--- src/u8sv_pkg.sv ---
package u8sv_pkg;

    typedef enum logic [2:0] {
        ERR_NONE      = 3'd0,
        ERR_BAD_LEAD  = 3'd1,
        ERR_OVERLONG  = 3'd2,
        ERR_MISSING   = 3'd3,
        ERR_TRUNCATED = 3'd4
    } err_kind_t;

    // leads whose second byte can make the sequence overlong
    typedef enum logic [2:0] {
        LC_NONE = 3'd0,
        LC_E0   = 3'd1,
        LC_F0   = 3'd2,
        LC_F8   = 3'd3,
        LC_FC   = 3'd4
    } lead_cls_t;

    typedef struct packed {
        logic [7:0] byte_value;
        logic       last_byte;
    } in_item_t;

    typedef struct packed {
        logic       string_valid;
        logic [2:0] error_kind;
    } out_item_t;

    typedef struct packed {
        logic [2:0] pending_followers;
        lead_cls_t  lead_class;
        logic       first_follower_due;
        err_kind_t  first_error;
    } scan_state_t;

    localparam scan_state_t SCAN_STATE_RESET = '{
        pending_followers:  3'd0,
        lead_class:         LC_NONE,
        first_follower_due: 1'b0,
        first_error:        ERR_NONE
    };

    localparam logic [2:0] MAX_FOLLOWERS = 3'd5;

endpackage

--- src/u8sv_step.sv ---
module u8sv_step
    import u8sv_pkg::*;
(
    input  scan_state_t state_cur,
    input  in_item_t    item,
    output scan_state_t state_next,
    output out_item_t   verdict
);

    logic [7:0]  b;
    logic        overlong_2nd;
    scan_state_t upd;
    err_kind_t   final_err;

    assign b = item.byte_value;

    always_comb begin
        unique case (state_cur.lead_class)
            LC_E0:   overlong_2nd = (b & 8'hE0) == 8'h80;
            LC_F0:   overlong_2nd = (b & 8'hF0) == 8'h80;
            LC_F8:   overlong_2nd = (b & 8'hF8) == 8'h80;
            LC_FC:   overlong_2nd = (b & 8'hFC) == 8'h80;
            default: overlong_2nd = 1'b0;
        endcase
    end

    always_comb begin
        upd = state_cur;
        if (state_cur.first_error == ERR_NONE) begin
            if (state_cur.pending_followers != 3'd0) begin
                if (state_cur.first_follower_due && overlong_2nd) begin
                    upd.first_error = ERR_OVERLONG;
                end else if (b[7:6] != 2'b10) begin
                    upd.first_error = ERR_MISSING;
                end else begin
                    upd.pending_followers  = state_cur.pending_followers - 3'd1;
                    upd.first_follower_due = 1'b0;
                    if (state_cur.pending_followers == 3'd1) begin
                        upd.lead_class = LC_NONE;
                    end
                end
            end else if (b[7] == 1'b0) begin
                // plain ASCII: nothing to track
            end else if ((b & 8'hE0) == 8'hC0) begin
                if ((b & 8'hFE) == 8'hC0) begin
                    upd.first_error = ERR_OVERLONG;
                end else begin
                    upd.pending_followers  = 3'd1;
                    upd.lead_class         = LC_NONE;
                    upd.first_follower_due = 1'b1;
                end
            end else if ((b & 8'hF0) == 8'hE0) begin
                upd.pending_followers  = 3'd2;
                upd.lead_class         = (b == 8'hE0) ? LC_E0 : LC_NONE;
                upd.first_follower_due = 1'b1;
            end else if ((b & 8'hF8) == 8'hF0) begin
                upd.pending_followers  = 3'd3;
                upd.lead_class         = (b == 8'hF0) ? LC_F0 : LC_NONE;
                upd.first_follower_due = 1'b1;
            end else if ((b & 8'hFC) == 8'hF8) begin
                upd.pending_followers  = 3'd4;
                upd.lead_class         = (b == 8'hF8) ? LC_F8 : LC_NONE;
                upd.first_follower_due = 1'b1;
            end else if ((b & 8'hFE) == 8'hFC) begin
                upd.pending_followers  = MAX_FOLLOWERS;
                upd.lead_class         = (b == 8'hFC) ? LC_FC : LC_NONE;
                upd.first_follower_due = 1'b1;
            end else begin
                // stray continuation byte, FE or FF
                upd.first_error = ERR_BAD_LEAD;
            end
        end
    end

    always_comb begin
        final_err = upd.first_error;
        if (upd.first_error == ERR_NONE && upd.pending_followers != 3'd0) begin
            final_err = ERR_TRUNCATED;
        end
        verdict.string_valid = (final_err == ERR_NONE);
        verdict.error_kind   = final_err;
        // the verdict closes the string, so the scan restarts clean
        state_next = item.last_byte ? SCAN_STATE_RESET : upd;
    end

endmodule

--- src/u8sv_out_stage.sv ---
module u8sv_out_stage
    import u8sv_pkg::*;
(
    input  logic      aclk,
    input  logic      aresetn,
    input  logic      load,
    input  out_item_t load_data,
    output logic      can_load,
    output logic      m_valid,
    input  logic      m_ready,
    output out_item_t m_data
);

    logic      m_valid_reg;
    logic      m_valid_next;
    out_item_t m_data_reg;

    assign can_load = !m_valid_reg || m_ready;

    always_comb begin
        m_valid_next = m_valid_reg;
        if (load) begin
            m_valid_next = 1'b1;
        end else if (m_ready) begin
            m_valid_next = 1'b0;
        end
    end

    always_ff @(posedge aclk) begin
        if (!aresetn) begin
            m_valid_reg <= 1'b0;
        end else begin
            m_valid_reg <= m_valid_next;
        end
    end

    always_ff @(posedge aclk) begin
        if (load) begin
            m_data_reg <= load_data;
        end
    end

    assign m_valid = m_valid_reg;
    assign m_data  = m_data_reg;

endmodule

--- src/utf8_stream_validator_unit.sv ---
// Streaming UTF-8 (six-byte forms) checker, one byte per request.
// Throughput: one byte per cycle while s_ready is high; the scan state updates on the accepting edge.
// The verdict of a final byte is registered and shows on m_valid in the cycle after the byte is accepted.
// Input stalls only while a verdict waits in the output register and m_ready is low.
// Reset (aresetn low, synchronous) clears the scan state and drops m_valid.
module utf8_stream_validator_unit
    import u8sv_pkg::*;
(
    input  logic      aclk,
    input  logic      aresetn,
    input  logic      s_valid,
    output logic      s_ready,
    input  in_item_t  s_data,
    output logic      m_valid,
    input  logic      m_ready,
    output out_item_t m_data
);

    scan_state_t state_reg;
    scan_state_t state_next;
    out_item_t   verdict;
    logic        can_load;
    logic        accept;

    assign s_ready = can_load;
    assign accept  = s_valid && s_ready;

    u8sv_step u_step (
        .state_cur  (state_reg),
        .item       (s_data),
        .state_next (state_next),
        .verdict    (verdict)
    );

    always_ff @(posedge aclk) begin
        if (!aresetn) begin
            state_reg <= SCAN_STATE_RESET;
        end else if (accept) begin
            state_reg <= state_next;
        end
    end

    u8sv_out_stage u_out (
        .aclk      (aclk),
        .aresetn   (aresetn),
        .load      (accept && s_data.last_byte),
        .load_data (verdict),
        .can_load  (can_load),
        .m_valid   (m_valid),
        .m_ready   (m_ready),
        .m_data    (m_data)
    );

    a_verdict_consistent: assert property (@(posedge aclk) disable iff (!aresetn)
        m_valid |-> (m_data.string_valid == (m_data.error_kind == ERR_NONE)))
        else $error("verdict flag disagrees with error kind");

    a_pending_range: assert property (@(posedge aclk) disable iff (!aresetn)
        state_reg.pending_followers <= MAX_FOLLOWERS)
        else $error("follower count out of range");

    a_restart_after_last: assert property (@(posedge aclk) disable iff (!aresetn)
        (accept && s_data.last_byte) |=>
            (state_reg.pending_followers == 3'd0 && state_reg.first_error == ERR_NONE))
        else $error("scan state not cleared after final byte");

    a_no_verdict_midstring: assert property (@(posedge aclk) disable iff (!aresetn)
        (accept && !s_data.last_byte) |=> !$rose(m_valid))
        else $error("verdict raised without a final byte");

    a_error_sticky: assert property (@(posedge aclk) disable iff (!aresetn)
        (accept && !s_data.last_byte && state_reg.first_error != ERR_NONE) |=>
            $stable(state_reg.first_error))
        else $error("held error changed mid-string");

endmodule

--- config.mk ---
export PLATFORM = sky130hd
export DESIGN_NAME = utf8_stream_validator_unit
export DESIGN_NICKNAME = d
export VERILOG_FILES = /design/src/u8sv_pkg.sv /design/src/u8sv_step.sv /design/src/u8sv_out_stage.sv /design/src/utf8_stream_validator_unit.sv
export SDC_FILE = /design/constraint.sdc
export NUM_CORES = 1
export LEC_CHECK = 0
export BUFFER_PORTS_ARGS = -buffer_cell sky130_fd_sc_hd__buf_4
export CORE_AREA = 3 3 41 61
export CTS_BUF_LIST = sky130_fd_sc_hd__clkbuf_2
export DETAILED_ROUTE_END_ITERATION = 8
export DIE_AREA = 0 0 44 64
export PLACE_DENSITY = 0.79
export SYNTH_ARGS = -nofsm -noshare
export SYNTH_HDL_FRONTEND = slang
export SYNTH_SLANG_ARGS = --single-unit
--- constraint.sdc ---
create_clock -name aclk -period 2.3 [get_ports aclk]
set_input_delay 0.345 -clock aclk [delete_from_list [all_inputs] [get_ports aclk]]
set_output_delay 0.345 -clock aclk [all_outputs]
set_load 0.01 [all_outputs]
======== After elaboration in Yosys (flattened, before gate mapping) ========
Cells that the tools add are included.
word-level totals
  flip-flop bits (word level) ............. 15
  input bits .............................. 13
  output and inout port bits .............. 6
  logic and storage cells ................. 77
cells by class
  add/subtract/negate cells ............... 1
  eq/ne operators ......................... 24
  muxes and demuxes ....................... 28
  reductions and logical operators ........ 17
operators with widths
  cell                                                   count
  2-to-1 mux 10 bit                                      5
  2-to-1 mux 7 bit                                       7
  equality test 8 bit, second input constant             4
  2-to-1 mux 3 bit                                       10
  equality test 7 bit, second input constant             2
  equality test 6 bit, second input constant             2
  equality test 5 bit, second input constant             2
  equality test 3 bit, second input constant             3
  logical NOT 3 bit                                      3
  inequality test 3 bit, second input constant           3
  nonzero test 3 bit                                     3
  equality test 4 bit, second input constant             2
  AND reduction 8 bit                                    1
  AND reduction 7 bit                                    1
  nonzero test 7 bit                                     1
  equality test 3 x 1 -> 1 bit, second input constant    2
  equality test 3 x 2 -> 1 bit, second input constant    2
  logical AND 1 bit                                      4
  2-to-1 mux 2 bit                                       2
  inequality test 4 x 3 -> 1 bit, second input constant  1
  one-hot mux 1 bit (4 select lines)                     1
  nonzero test 2 bit                                     2
  2-to-1 mux 1 bit                                       3
  subtractor 3 x 1 -> 3 bit, second input constant       1
  other kinds (3)                                        3

======== Longest topological paths before layout ========
Gate-level depths: netlist of the first run.
  depth in word-level cells ............... 14
  depth in mapped cells ................... 9

======== Hierarchy ========
From an unflattened synthesis of the first run, not the netlist that was laid out.
second synthesis, totals
  cell total of the unflattened synthesis .. 165
  area total of the unflattened synthesis .. 1,382.6 sq um
by module, submodules not included
  module                      times used  cells each  area each (sq um)  sequential area each (sq um)
  u8sv_step                   1           110         769.5              0.0
  utf8_stream_validator_unit  1           47          444.2              200.2
  u8sv_out_stage              1           8           168.9              140.1

======== Worst setup path before layout of the first run ========
Ideal clock, no wire load.
  path kind ............................... in2reg
  from .................................... input port s_data[3] (netlist bit)
  to ...................................... register u_out.m_data_reg, in the netlist u_out.m_data[2] (data pin)
  setup time .............................. 254 ps
  data arrival time ....................... 1,776 ps
  required time ........................... 2,046 ps
  setup slack ............................. 269 ps
  stages on the path ...................... 7
  buffers on the path ..................... 1
  cell sequence ........................... buf_2 o41ai_2 o31ai_1 o211a_1 a211oi_2 nand3b_1 a21o_2
RTL lines
  what                  line                              RTL
  start, declared       utf8_stream_validator_unit.sv:13  input in_item_t s_data,
  end signal, assigned  u8sv_out_stage.sv:39              m_data_reg <= load_data;
  end, declared         u8sv_out_stage.sv:16              out_item_t m_data_reg;

==> results of run 1 <==
## critical path, cell delays in order (launching register included)
cell and delay (ns):
dfxtp_1 0.40, inv_1 0.10, ha_1 0.23, nand2b_1 0.20, buf_4 0.17, nand2_1 0.09, o221ai_1 0.42, nor4b_1 0.29
a21o_2 0.16
## layout make-up
class                      count  area [um^2]  share of cell area
timing repair buffer          22          165               0.125
clock inverter                 1         5.00             0.00378
inverter                       5         18.8              0.0142
clock buffer                   3         15.0              0.0113
sequential                    15          340               0.257
tap                           22         27.5              0.0208
multi-input combinational    106          753               0.568
## cell families after synthesis
logic type,after synthesis,share of synthesized area
buffers and inverters,10,0.0428
AND/OR/NAND/NOR,59,0.311
multiplexers,1,0.00878
flip-flops,15,0.299
adder cells (fa/ha/maj),3,0.0329
AO/OA/AOI/OAI,43,0.306
## repair_timing
item                                    in CTS  in global routing
hold endpoints to repair                     0                  0
resized for setup                            0                  1
endpoints found under the setup margin       0                  1
## final timing paths
kind,from,end,slack [ns],cells past startpoint
hold / removal,aresetn,state_reg[9]$_SDFFE_PN0P_,0.34,2
hold reg to reg,state_reg[3]$_SDFFE_PN0P_,state_reg[3]$_SDFFE_PN0P_,0.51,2
setup / recovery,state_reg[8]$_SDFFE_PN0P_,u_out.m_data[2]$_DFFE_PP_,0.13,8
setup reg to reg,state_reg[8]$_SDFFE_PN0P_,u_out.m_data[2]$_DFFE_PP_,0.13,8
## power by group through the flow
stage	registers (uW)	logic, uW	clock network [uW]
after global routing	289	158	143
after global placement	293	141	0
final	287	146	131
after floorplan	296	90.7	0
after CTS	288	144	130
after detailed placement	293	143	0
## cells in the mapped netlist, types with 2 or more instances
cell,instances,share of area
and2_1,6,0.033
a21oi_1,4,0.018
nand2_1,13,0.043
nor2_1,9,0.030
o221ai_1,2,0.015
nor2b_1,6,0.033
ha_1,3,0.033
inv_1,5,0.016
o2111ai_1,2,0.015
nand3_1,3,0.013
nand2b_1,3,0.016
nor3_1,2,0.0088
o21a_1,2,0.013
a211o_1,2,0.015
o31ai_1,4,0.026
buf_2,3,0.013
and3_2,2,0.013
or3_1,2,0.011
edfxtp_1,4,0.11
a22o_1,2,0.015
or2_2,2,0.011
dfxtp_1,11,0.19
o21ai_0,8,0.035
o211ai_1,3,0.020
## metal layers
metal	track usage	vias to the layer above	wire, um
li1	-	542	-
met1	0.231	505	1100
met2	0.365	39	1500
met3	0.0254	9	115
met4	0.0755	0	60
met5	0	-	0
## stage by stage
stage / hold slack, ns / utilization
floorplan: 0.444 / -
global placement: 0.497 / 0.635
detailed placement: 0.502 / 0.635
CTS: 0.336 / 0.645
global route: 0.328 / 0.646
finish: 0.336 / 0.646
==> results.rst, run 1 <==
.. list-table::
   :header-rows: 1

   * - Metric
     - Value
   * - Overall via count from detail_route
     - 1,095
   * - Tcrit/Tclk final
     - 0.944
   * - Layout-stage area growth over the synthesis result
     - 16.2%
   * - Post-Synthesis Cell Area
     - 1140 um^2
   * - Setup slack of the critical path after layout
     - between 0.1 and 0.15 ns
   * - Overall fraction of global-route tracks in use
     - 0.202
   * - Iteration-0 DRC count of the detailed router
     - 43
   * - Required time of the critical path
     - 2.49 ns
   * - Crit path time final
     - 2.17 ns
   * - IO Pins
     - 19
   * - Clock network power share
     - 0.232
   * - Number of buffers added for setup after CTS
     - 0
   * - Clock-pin slew of the registers on the worst-case setup and hold paths
     - 0.16 ns
   * - Clock latency of the later-clocked register in the worst-skew pair
     - slightly below 0.3 ns
   * - Setup_tns
     - 0 ns
   * - Run status
     - finished clean
   * - Drt pass-1 iters
     - 4
   * - Via count of the first global-routing pass
     - approximately 1,000
   * - Net total in the final layout
     - 169
   * - Most common cell after layout, fill and taps aside
     - buf_4
   * - Mean instance size in the synthesized netlist
     - between 8 and 9 um^2
   * - Number of flip-flops under the largest register name
     - 10
   * - Syn Nets
     - approximately 150
   * - Count of final setup violators
     - 0
   * - Maximum clock frequency
     - 461 MHz
   * - Input/output buffers
     - 18
   * - FF+latch count, synth
     - 15
   * - Number of flops mapped to enable cells by yosys
     - 4
   * - Switching part of the total power
     - 0.311
   * - CTS tree
     - yes
   * - Post-Route Skew
     - between 0.006 and 0.007 ns
   * - Number of placement rows
     - 20
   * - Horizontal die dimension
     - between 40 and 50 um
   * - Starting density of the core
     - 0.555
   * - Leak pwr
     - 0.000537 uW
   * - Number of antenna violations at the first check in global routing
     - 0
   * - Largest net degree at the start of global routing
     - 12
   * - Number of max-cap violations
     - 0
   * - Depth of the CTS H-tree
     - 1
   * - Cell-internal power
     - 389 uW
   * - Most frequent cells in the layout
     - 22 x buf_4, 13 x nand2_1, 11 x dfxtp_1
   * - Worst slew margin relative to its limit
     - 0.704
   * - Switching component of the power
     - 176 uW
   * - Part of the power in registers
     - 0.509
   * - Share of synthesized area occupied by flip-flops and latches
     - 0.299
   * - Post-synthesis cell type count
     - 52
   * - Final routed wire length divided by cell count
     - about 16 um
   * - Root Buffer
     - clkbuf_2
   * - Fraction of final layout cells sized beyond drive strength 1
     - 0.276
   * - # fillers
     - 172
   * - Max Buffers Root-to-Sink
     - 2
   * - Core Area
     - approximately 2000 um^2
   * - Sort of element at the start of the critical path
     - register
   * - Critical path data arrival time
     - 2.36 ns
   * - Antenna diode instance count
     - 0
   * - HP Class
     - primary input to register
   * - Power per cell area
     - 426 nW/um^2
   * - Logic gate share of total power
     - 0.259
   * - # DRC
     - 0
   * - Actual slew at the worst max-slew pin
     - between 0.4 and 0.5 ns
   * - Final max-slew violation count
     - 0
   * - Non-Filler Cell Area, Final
     - 1330 um^2
   * - HPWL after detailed placement
     - 2200 um
   * - Routed Antenna Nets
     - 0
   * - Vertical extent of the die
     - 64 um
   * - Wire length of the first global-routing pass
     - 4400 um
   * - Peak supply drop
     - 0.395 mV
   * - Critical path peak fanout
     - 5
   * - Final instance count without filler cells
     - about 170
   * - Pre-CTS setup slack
     - approximately 0.13 ns
   * - Sink Count
     - 15
   * - DIE AREA
     - ~2800 um^2
   * - Type of the worst setup path
     - register to register
   * - Number of warning messages in the yosys log
     - 0
   * - Remaining global-route overflow
     - 0
   * - Total length of routed wires
     - 2770 um
   * - Number of placed instances, taps included
     - 170
   * - Instance count of the mapped netlist
     - 131
   * - Top flip-flop cell by instance count after synthesis
     - dfxtp_1
   * - CTS buffer count
     - 3
   * - Fin. Hold Viols
     - 0
   * - Hold-fix buffer count after cts
     - 0
   * - DP Area
     - 1300 um^2
   * - Kind of capture point of the worst setup path
     - register
   * - Gp weighted congestion
     - 0.881
   * - Tot Pwr
     - 565 uW
   * - Ys async rst share
     - 0
   * - Setup repair after global routing missed its margin
     - no
   * - Detailed-route vias per instance
     - between 6 and 7
(Power assumes the default switching activity.)
==> run 2, diff against run 1 <==
--- a/config.mk
+++ b/config.mk
@@ -8,6 +8,6 @@
 export BUFFER_PORTS_ARGS = -buffer_cell sky130_fd_sc_hd__buf_4
-export CORE_AREA = 3 3 41 61
+export CORE_AREA = 3 3 44 66
 export CTS_BUF_LIST = sky130_fd_sc_hd__clkbuf_2
 export DETAILED_ROUTE_END_ITERATION = 8
-export DIE_AREA = 0 0 44 64
+export DIE_AREA = 0 0 47 69
 export PLACE_DENSITY = 0.79
@@ -15,2 +15,3 @@
 export SYNTH_HDL_FRONTEND = slang
+export SYNTH_HIERARCHICAL = 1
 export SYNTH_SLANG_ARGS = --single-unit
==> constraint.sdc (replaced) <==
create_clock -name aclk -period 2.3 [get_ports aclk]
set_input_delay 0 -clock aclk [delete_from_list [all_inputs] [get_ports aclk]]
set_output_delay 0 -clock aclk [all_outputs]
set_load 0.01 [all_outputs]
==> run 2 against run 1 <==
  * Largest cell class unchanged
  * Core utilization decreased by 2.1 points
  * Setup slack better by 0.0058 ns
  * Sequential power grew 2%
  * Clock skew is 0.0036 ns lower
  * Power up 13%
  * Critical endpoint is now u_out/m_data[2]$_DFFE_PP_
  * Maximum frequency rose by 0.27%
  * Die area is 15% higher
  * Final cell count up 17%
  * First-iteration DRC count increased by 23%
  * Final area up 14%
  * Register-to-register slack about the same
==> results.rst, run 2 <==
.. list-table::
   :header-rows: 1

   * - Metric
     - Value
   * - Dominant delay contributor by cell family on the critical path
     - simple AND/OR/NAND/NOR gates
   * - Sort of element at the start of the critical path
     - register
   * - Number of flip-flops under the largest register name
     - 10 (unchanged)
   * - CTS buffer count
     - 3 (unchanged)
   * - IO Pins
     - 19 (unchanged)
   * - # DRC
     - 0 (unchanged)
   * - First element of the critical path
     - state_reg[7]$_SDFFE_PN0P_
   * - Number of warning messages in the yosys log
     - 6 (+6)
   * - Input/output buffers
     - 18 (unchanged)
   * - Vertical extent of the die
     - 69 um (+7.8%)
   * - Max Buffers Root-to-Sink
     - 2 (unchanged)
   * - Clock-pin slew of the registers on the worst-case setup and hold paths
     - 0.15 ns (about the same)
   * - Peak supply drop
     - 0.330 mV (-16%)
   * - Horizontal die dimension
     - 47 um (+6.8%)
   * - Fraction of final layout cells sized beyond drive strength 1
     - 0.291 (+0.0142)
   * - Net total in the final layout
     - 196 (+16%)
   * - Iteration-0 DRC count of the detailed router
     - 53 (+23%)
   * - Syn Nets
     - 181 (+23%)
   * - Detailed-route vias per instance
     - 6.56 (+4.2%)
   * - Count of final setup violators
     - 0 (unchanged)
   * - Worst r2r dst
     - u_out/m_data[2]$_DFFE_PP_
   * - FF+latch count, synth
     - 15 (unchanged)
   * - Actual slew at the worst max-slew pin
     - 0.357 ns (-0.0868 ns)
   * - Routed Antenna Nets
     - 0 (unchanged)
   * - Largest net degree at the start of global routing
     - 22 (+10)
   * - Critical path peak fanout
     - 7 (+2)
   * - Layout-stage area growth over the synthesis result
     - 9.41%
   * - Setup_tns
     - 0 ns (unchanged)
   * - Pre-CTS setup slack
     - 0.120 ns (-0.00833 ns)
   * - Depth of the CTS H-tree
     - 1 (unchanged)
   * - Number of placement rows
     - 22 (+10%)
   * - Library cell with the largest summed area after synthesis
     - dfxtp_1
   * - Number of buffers added for setup after CTS
     - 0 (unchanged)
   * - Leading cell types by count after synthesis
     - 17 x nand2_1, 11 x dfxtp_1, 11 x nand4_1, 11 x o21ai_2, 10 x a21oi_1
   * - HP Start
     - s_valid
   * - Setup repair after global routing missed its margin
     - no
   * - Gates resized, CTS repair
     - 0 (unchanged)
   * - Overall via count from detail_route
     - 1,331 (+22%)
   * - Non-Filler Cell Area, Final
     - 1510 um^2 (+14%)
   * - Starting density of the core
     - 0.571 (+0.0153)
   * - Most frequent cell after synthesis
     - nand2_1
   * - Power per cell area
     - 423 nW/um^2 (-0.73%)
   * - Setup slack of the critical path after layout
     - 0.136 ns (+0.00579 ns)
   * - Overall fraction of global-route tracks in use
     - 0.239 (+0.0369)
   * - Wire length of the first global-routing pass
     - 5910 um (+34%)
   * - Depth of the worst register-to-register path
     - 8 (unchanged)
   * - Post-Synthesis Cell Area
     - 1380 um^2 (+21%)
   * - Antenna diode instance count
     - 0 (unchanged)
   * - Required time of the critical path
     - 2.34 ns (-0.15 ns)
   * - Run status
     - finished clean
   * - Critical path data arrival time
     - 2.21 ns (-0.15 ns)
   * - Total length of routed wires
     - 3590 um (+30%)
   * - Leak pwr
     - 0.000591 uW (+10%)
   * - Share of synthesized area occupied by flip-flops and latches
     - 0.246 (-0.0524)
   * - Worst-path cell with the longest stage delay
     - dfxtp_1
   * - HPWL after detailed placement
     - 2790 um (+27%)
   * - Sink Count
     - 15 (unchanged)
   * - Core Area
     - 2420 um^2 (+18%)
   * - Hold-fix buffer count after cts
     - 0 (unchanged)
   * - Cell breakdown of the critical path
     - inv_1 > ha_4 > and2b_4 > nand2_2 > o41ai_2 > nand2b_1 > o211ai_1 > nand4b_1
   * - Final max-slew violation count
     - 0 (unchanged)
   * - Post-synthesis cell type count
     - 60 (+15%)
   * - Mean instance size in the synthesized netlist
     - 8.38 um^2 (-3.7%)
   * - Fin. Hold Viols
     - 0 (unchanged)
   * - Delay contributed by the slowest stage of the critical path
     - 0.38 ns (-0.04 ns)
   * - Most common cell after layout, fill and taps aside
     - buf_4
   * - Number of antenna violations at the first check in global routing
     - 0 (unchanged)
   * - DIE AREA
     - 3240 um^2 (+15%)
   * - Most frequent cells in the layout
     - 20 x buf_4, 17 x nand2_1, 11 x nand4_1, 11 x o21ai_2, 11 x dfxtp_1
   * - Worst setup endpoint
     - u_out/m_data[2]$_DFFE_PP_
   * - Number of flops mapped to enable cells by yosys
     - 4 (unchanged)
   * - Root Buffer
     - clkbuf_2
   * - CTS tree
     - yes
   * - Tot Pwr
     - 640 uW (+13%)
   * - Type of the worst setup path
     - register to register
   * - Synth top area cells
     - dfxtp_1 16%, edfxtp_1 8.7%, o21ai_2 7.0%, nand4_1 5.0%, nand2_1 4.6%
   * - Instance count of the mapped netlist
     - 165 (+26%)
   * - Area share of the largest cell type after synthesis
     - 0.159 (-0.0339)
   * - Startpoint of the worst register-to-register path
     - state_reg[7]$_SDFFE_PN0P_
   * - Ys async rst share
     - 0 (unchanged)
   * - Count of buffering cells on the critical path with inverters included
     - 1 (-1)
   * - Flop-to-flop setup slack
     - 0.14 ns (about the same)
   * - Number of max-cap violations
     - 0 (unchanged)
   * - Via count of the first global-routing pass
     - 1,283 (+29%)
   * - Crit path time final
     - 2.16 ns (-0.00579 ns)
   * - Tcrit/Tclk final
     - 0.941 (-0.00252)
   * - Maximum clock frequency
     - 462 MHz (+0.27%)
   * - HP Class
     - primary input to register
   * - Post-Route Skew
     - 0.00292 ns (-0.00361 ns)
   * - Critical path depth
     - 8 (unchanged)
   * - Clock latency of the later-clocked register in the worst-skew pair
     - 0.28 ns (about the same)
   * - Kind of capture point of the worst setup path
     - register
   * - Drt pass-1 iters
     - 4 (unchanged)
   * - Final routed wire length divided by cell count
     - 17.7 um (+11%)
   * - Gp weighted congestion
     - 0.939 (+6.6%)
   * - Top flip-flop cell by instance count after synthesis
     - dfxtp_1
   * - DP Area
     - 1480 um^2 (+13%)
   * - Remaining global-route overflow
     - 0 (unchanged)
   * - Worst slew margin relative to its limit
     - 0.760 (+0.0558)
==> run 2: where the power goes <==
group / switching [uW] / internal (uW) / leakage, uW
Sequential: 8.39 / 285 / 0.000127
Clock: 85.4 / 39.4 / 0.0000164
Combinational: 127 / 94.2 / 0.000447
==> run 2: per-stage QoR <==
| step | hold slack [ns] | utilization | instances |
|---|---|---|---|
| 3_5_place_dp | 0.371 | 0.610 | 199 |
| 3_3_place_gp | 0.358 | 0.610 | 199 |
| 6_report | 0.0551 | 0.624 | 203 |
| 2_1_floorplan | 0.128 | - | 165 |
| 5_1_grt | 0.0581 | 0.624 | 203 |
| 4_1_cts | 0.0420 | 0.618 | 203 |
==> run 2: cell type report <==
class | count | area, um^2
tap | 24 | 30.0
timing repair buffer | 20 | 150
sequential | 15 | 340
multi-input combinational | 132 | 942
clock inverter | 1 | 5.00
fill | 219 | 910
inverter | 8 | 30.0
clock buffer | 3 | 15.0
==> run 2: worst min-delay path by stage <==
stage | endpoint | slack, ns | cells after the start
global route | state_reg[1]$_SDFFE_PN0P_ | 0.06 | 3
detailed placement | state_reg[7]$_SDFFE_PN0P_ | 0.37 | 3
CTS | state_reg[7]$_SDFFE_PN0P_ | 0.04 | 3
global placement | state_reg[3]$_SDFFE_PN0P_ | 0.36 | 3
floorplan | s_ready | 0.13 | 1
finish | state_reg[7]$_SDFFE_PN0P_ | 0.06 | 3
==> run 2: metal layers <==
metal	part of all wire	vias up	track usage
met5	0	-	0
met4	0.047	0	0.132
met3	0.037	18	0.0131
met2	0.52	50	0.386
met1	0.40	612	0.299
li1	-	651	-
==> run 2: logic make-up after synthesis <==
group	Yosys count	synth area share
buf+inv	18	0.0833
flops	15	0.246
mux	1	0.00724
xor+xnor	1	0.00634
fa+ha+maj	3	0.0272
compound gates	53	0.311
simple gates	74	0.319
==> run 2: worst reg2reg max path: cells and delay by family (launching register included) <==
kind	cells	cell delay, ns
compound gates	2	0.56
fa+ha+maj	1	0.20
buf+inv	1	0.20
simple gates	4	0.58
flops	1	0.38
==> run 3, diff against run 2 <==
CORE_AREA = 3 3 67 44   (was 3 3 44 66)
DIE_AREA = 0 0 70 47   (was 0 0 47 69)
PLACE_DENSITY = default   (was 0.79)
PLACE_DENSITY_LB_ADDON = 0.3   (was default)
==> run 3 against run 2 <==
  * Count of clock-buffer cells in the layout increased by 1
  * Final cell count increased by 3.4%
  * Final area about the same
  * Die area increased by 1.4%
  * Global-route usage decreased by 1.1 points
  * Routed wire length decreased by 0.50%
  * Sequential cell count unchanged
  * Non-clock buffer count decreased by 1
  * Core utilization increased by 0.078 points
  * Register-to-register slack about the same
  * Power increased by 0.82%
  * Critical path depth unchanged
  * Critical endpoint is now state_reg[0]$_SDFFE_PN0P_
==> results.rst, run 3 (same netlist as run 2, synthesis figures left out) <==
.. list-table::
   :header-rows: 1

   * - Metric
     - Value
   * - Run status
     - finished clean
   * - Worst slew margin relative to its limit
     - 0.599 (-0.161)
   * - IO Pins
     - 19 (unchanged)
   * - HP Class
     - primary input to register
   * - Setup_tns
     - 0 ns (unchanged)
   * - Required time of the critical path
     - 2.55 ns (+0.21 ns)
   * - Count of buffering cells on the critical path with inverters included
     - 1 (unchanged)
   * - DIE AREA
     - 3290 um^2 (+1.4%)
   * - Post-Route Skew
     - 0.0177 ns (+0.0148 ns)
   * - Remaining global-route overflow
     - 0 (unchanged)
   * - Number of buffers added for setup after CTS
     - 0 (unchanged)
   * - Cell breakdown of the critical path
     - inv_1 > ha_2 > nand2b_1 > o31ai_1 > a21o_1 > nor2b_1 > nand4_1 > o21ai_2
   * - Power per cell area
     - 427 nW/um^2 (+0.90%)
   * - Critical path peak fanout
     - 8 (+1)
   * - Most common cell after layout, fill and taps aside
     - buf_4
   * - Part of the power in registers
     - 0.457 (-0.002)
   * - Critical path data arrival time
     - 2.41 ns (+0.20 ns)
   * - Gp weighted congestion
     - 0.975 (+3.8%)
   * - Core Area
     - 2420 um^2 (-0.21%)
   * - Number of max-cap violations
     - 0 (unchanged)
   * - Leak pwr
     - 0.000588 uW (-0.50%)
   * - Type of the worst setup path
     - register to register
   * - Layout-stage area growth over the synthesis result
     - 9.32% (about the same)
   * - Sink Count
     - 15 (unchanged)
   * - Via count of the first global-routing pass
     - 1,239 (-3.4%)
   * - Switching part of the total power
     - 0.344 (-0.000964)
   * - Fraction of final layout cells sized beyond drive strength 1
     - 0.281 (-0.00960)
   * - # DRC
     - 0 (unchanged)
   * - Kind of capture point of the worst setup path
     - register
   * - Maximum clock frequency
     - 462 MHz (about the same)
   * - Total length of routed wires
     - 3570 um (-0.50%)
   * - Peak supply drop
     - 0.240 mV (-27%)
   * - Input/output buffers
     - 18 (unchanged)
   * - Critical path depth
     - 8 (unchanged)
   * - Fin. Hold Viols
     - 0 (unchanged)
   * - Overall via count from detail_route
     - 1,387 (+4.2%)
   * - CTS tree
     - yes
   * - Hold path depth
     - 3 (unchanged)
   * - Wire length of the first global-routing pass
     - 5860 um (-0.93%)
   * - Routed Antenna Nets
     - 0 (unchanged)
   * - # fillers
     - 204 (-6.8%)
   * - Depth of the worst register-to-register path
     - 8 (unchanged)
   * - Number of flip-flops under the largest register name
     - 10 (unchanged)
   * - Root Buffer
     - clkbuf_2
   * - Horizontal die dimension
     - 70 um (+49%)
   * - Max Buffers Root-to-Sink
     - 2 (unchanged)
   * - Overall fraction of global-route tracks in use
     - 0.229 (-0.0106)
   * - Cell-internal power
     - 423 uW (+0.97%)
   * - Tcrit/Tclk final
     - 0.941 (about the same)
   * - Final routed wire length divided by cell count
     - 17.0 um (-3.8%)
   * - Number of antenna violations at the first check in global routing
     - 0 (unchanged)
   * - Flop-to-flop setup slack
     - 0.14 ns (about the same)
   * - Sort of element at the start of the critical path
     - register
   * - HPWL after detailed placement
     - 2810 um (+0.76%)
   * - Logic gate share of total power
     - 0.338 (-0.008)
   * - Largest net degree at the start of global routing
     - 22 (unchanged)
   * - Count of final setup violators
     - 0 (unchanged)
   * - Depth of the CTS H-tree
     - 1 (unchanged)
   * - Switching component of the power
     - 222 uW (+0.54%)
   * - Actual slew at the worst max-slew pin
     - 0.596 ns (+0.239 ns)
   * - Drt pass-1 iters
     - 4 (unchanged)
   * - Crit path time final
     - 2.16 ns (-0.000367 ns)
   * - Final Hold Slack
     - 0.0459 ns (-0.00916 ns)
   * - Vertical extent of the die
     - 47 um (-32%)
   * - Number of placement rows
     - 14 (-36%)
   * - Most frequent cells in the layout
     - 19 x buf_4, 17 x nand2_1, 11 x nand4_1, 11 x o21ai_2, 11 x dfxtp_1
   * - Setup repair after global routing missed its margin
     - no
   * - Antenna diode instance count
     - 0 (unchanged)
   * - Clock-pin slew of the registers on the worst-case setup and hold paths
     - 0.16 ns (about the same)
   * - Delay contributed by the slowest stage of the critical path
     - 0.59 ns (+0.21 ns)
   * - Clock latency of the later-clocked register in the worst-skew pair
     - 0.29 ns (about the same)
   * - Tot Pwr
     - 645 uW (+0.82%)
   * - Final max-slew violation count
     - 0 (unchanged)
   * - Net total in the final layout
     - 195 (-0.51%)
   * - Iteration-0 DRC count of the detailed router
     - 138 (+160%)
   * - Clock network power share
     - 0.206 (+0.011)
   * - Dominant delay contributor by cell family on the critical path
     - compound AO/OA/AOI/OAI gates
   * - Worst-path cell with the longest stage delay
     - o31ai_1
   * - Detailed-route vias per instance
     - 6.60 (+0.73%)
   * - CTS buffer count
     - 3 (unchanged)
   * - Starting density of the core
     - 0.572 (+0.00118)
## run 3: cell count changes in the layout (fill, tap and decap cells not counted)
cell      delta
clkinv_2     -1
ha_2         +1
nand2b_1     +1
buf_4        -1
ha_4         -1
clkbuf_2     +1
nor4_2       -1
nor4_4       +1
nand2b_2     -1
## run 3: worst register-to-register path, cell delays in order (launching register included)
cell and delay, ns:
dfxtp_1 0.39, inv_1 0.15, ha_2 0.26, nand2b_1 0.19, o31ai_1 0.59, a21o_1 0.25, nor2b_1 0.13, nand4_1 0.10
o21ai_2 0.07
## run 3: timing repair
item	in CTS	in global routing
endpoints found under the setup margin	0	3
gates resized for setup	0	2
hold buffers	0	0
## run 3: power by group through the flow
| stage | logic (uW) | clock network [uW] | registers (uW) |
|---|---|---|---|
| floorplan | 152 | 0 | 302 |
| global placement | 207 | 0 | 299 |
| detailed placement | 208 | 0 | 300 |
| CTS | 209 | 134 | 294 |
| global route | 237 | 146 | 296 |
| finish | 218 | 133 | 295 |
## run 3: path summary, 6_finish.rpt
path	from	to
setup reg to reg	state_reg[7]$_SDFFE_PN0P_	state_reg[0]$_SDFFE_PN0P_
setup / recovery	state_reg[7]$_SDFFE_PN0P_	state_reg[0]$_SDFFE_PN0P_
hold / removal	s_valid	state_reg[7]$_SDFFE_PN0P_
hold reg to reg	state_reg[3]$_SDFFE_PN0P_	state_reg[3]$_SDFFE_PN0P_
## run 3: stage by stage
step	std cells	util	area, um^2	setup WS [ns]
after floorplan	165	-	1380	0.357
after global placement	206	0.612	1480	0.225
after detailed placement	206	0.612	1480	0.129
after CTS	210	0.621	1500	0.0915
after global routing	210	0.625	1510	0.000325
final	210	0.625	1510	0.136
## run 3: layer usage
| metal | up-vias | global-route usage | routed length, um |
|---|---|---|---|
| li1 | 654 | - | - |
| met1 | 642 | 0.311 | 1540 |
| met2 | 83 | 0.366 | 1560 |
| met3 | 8 | 0.0726 | 430 |
| met4 | 0 | 0.0458 | 37 |
| met5 | - | 0 | 0 |
## run 3: layout make-up
class / count / area (um^2) / share of cell area
Tap cell: 32 / 40.0 / 0.0265
Clock buffer: 4 / 20.0 / 0.0132
Multi-Input combinational cell: 132 / 938 / 0.621
Timing Repair Buffer: 19 / 143 / 0.0944
Inverter: 8 / 30.0 / 0.0199
Sequential cell: 15 / 340 / 0.225
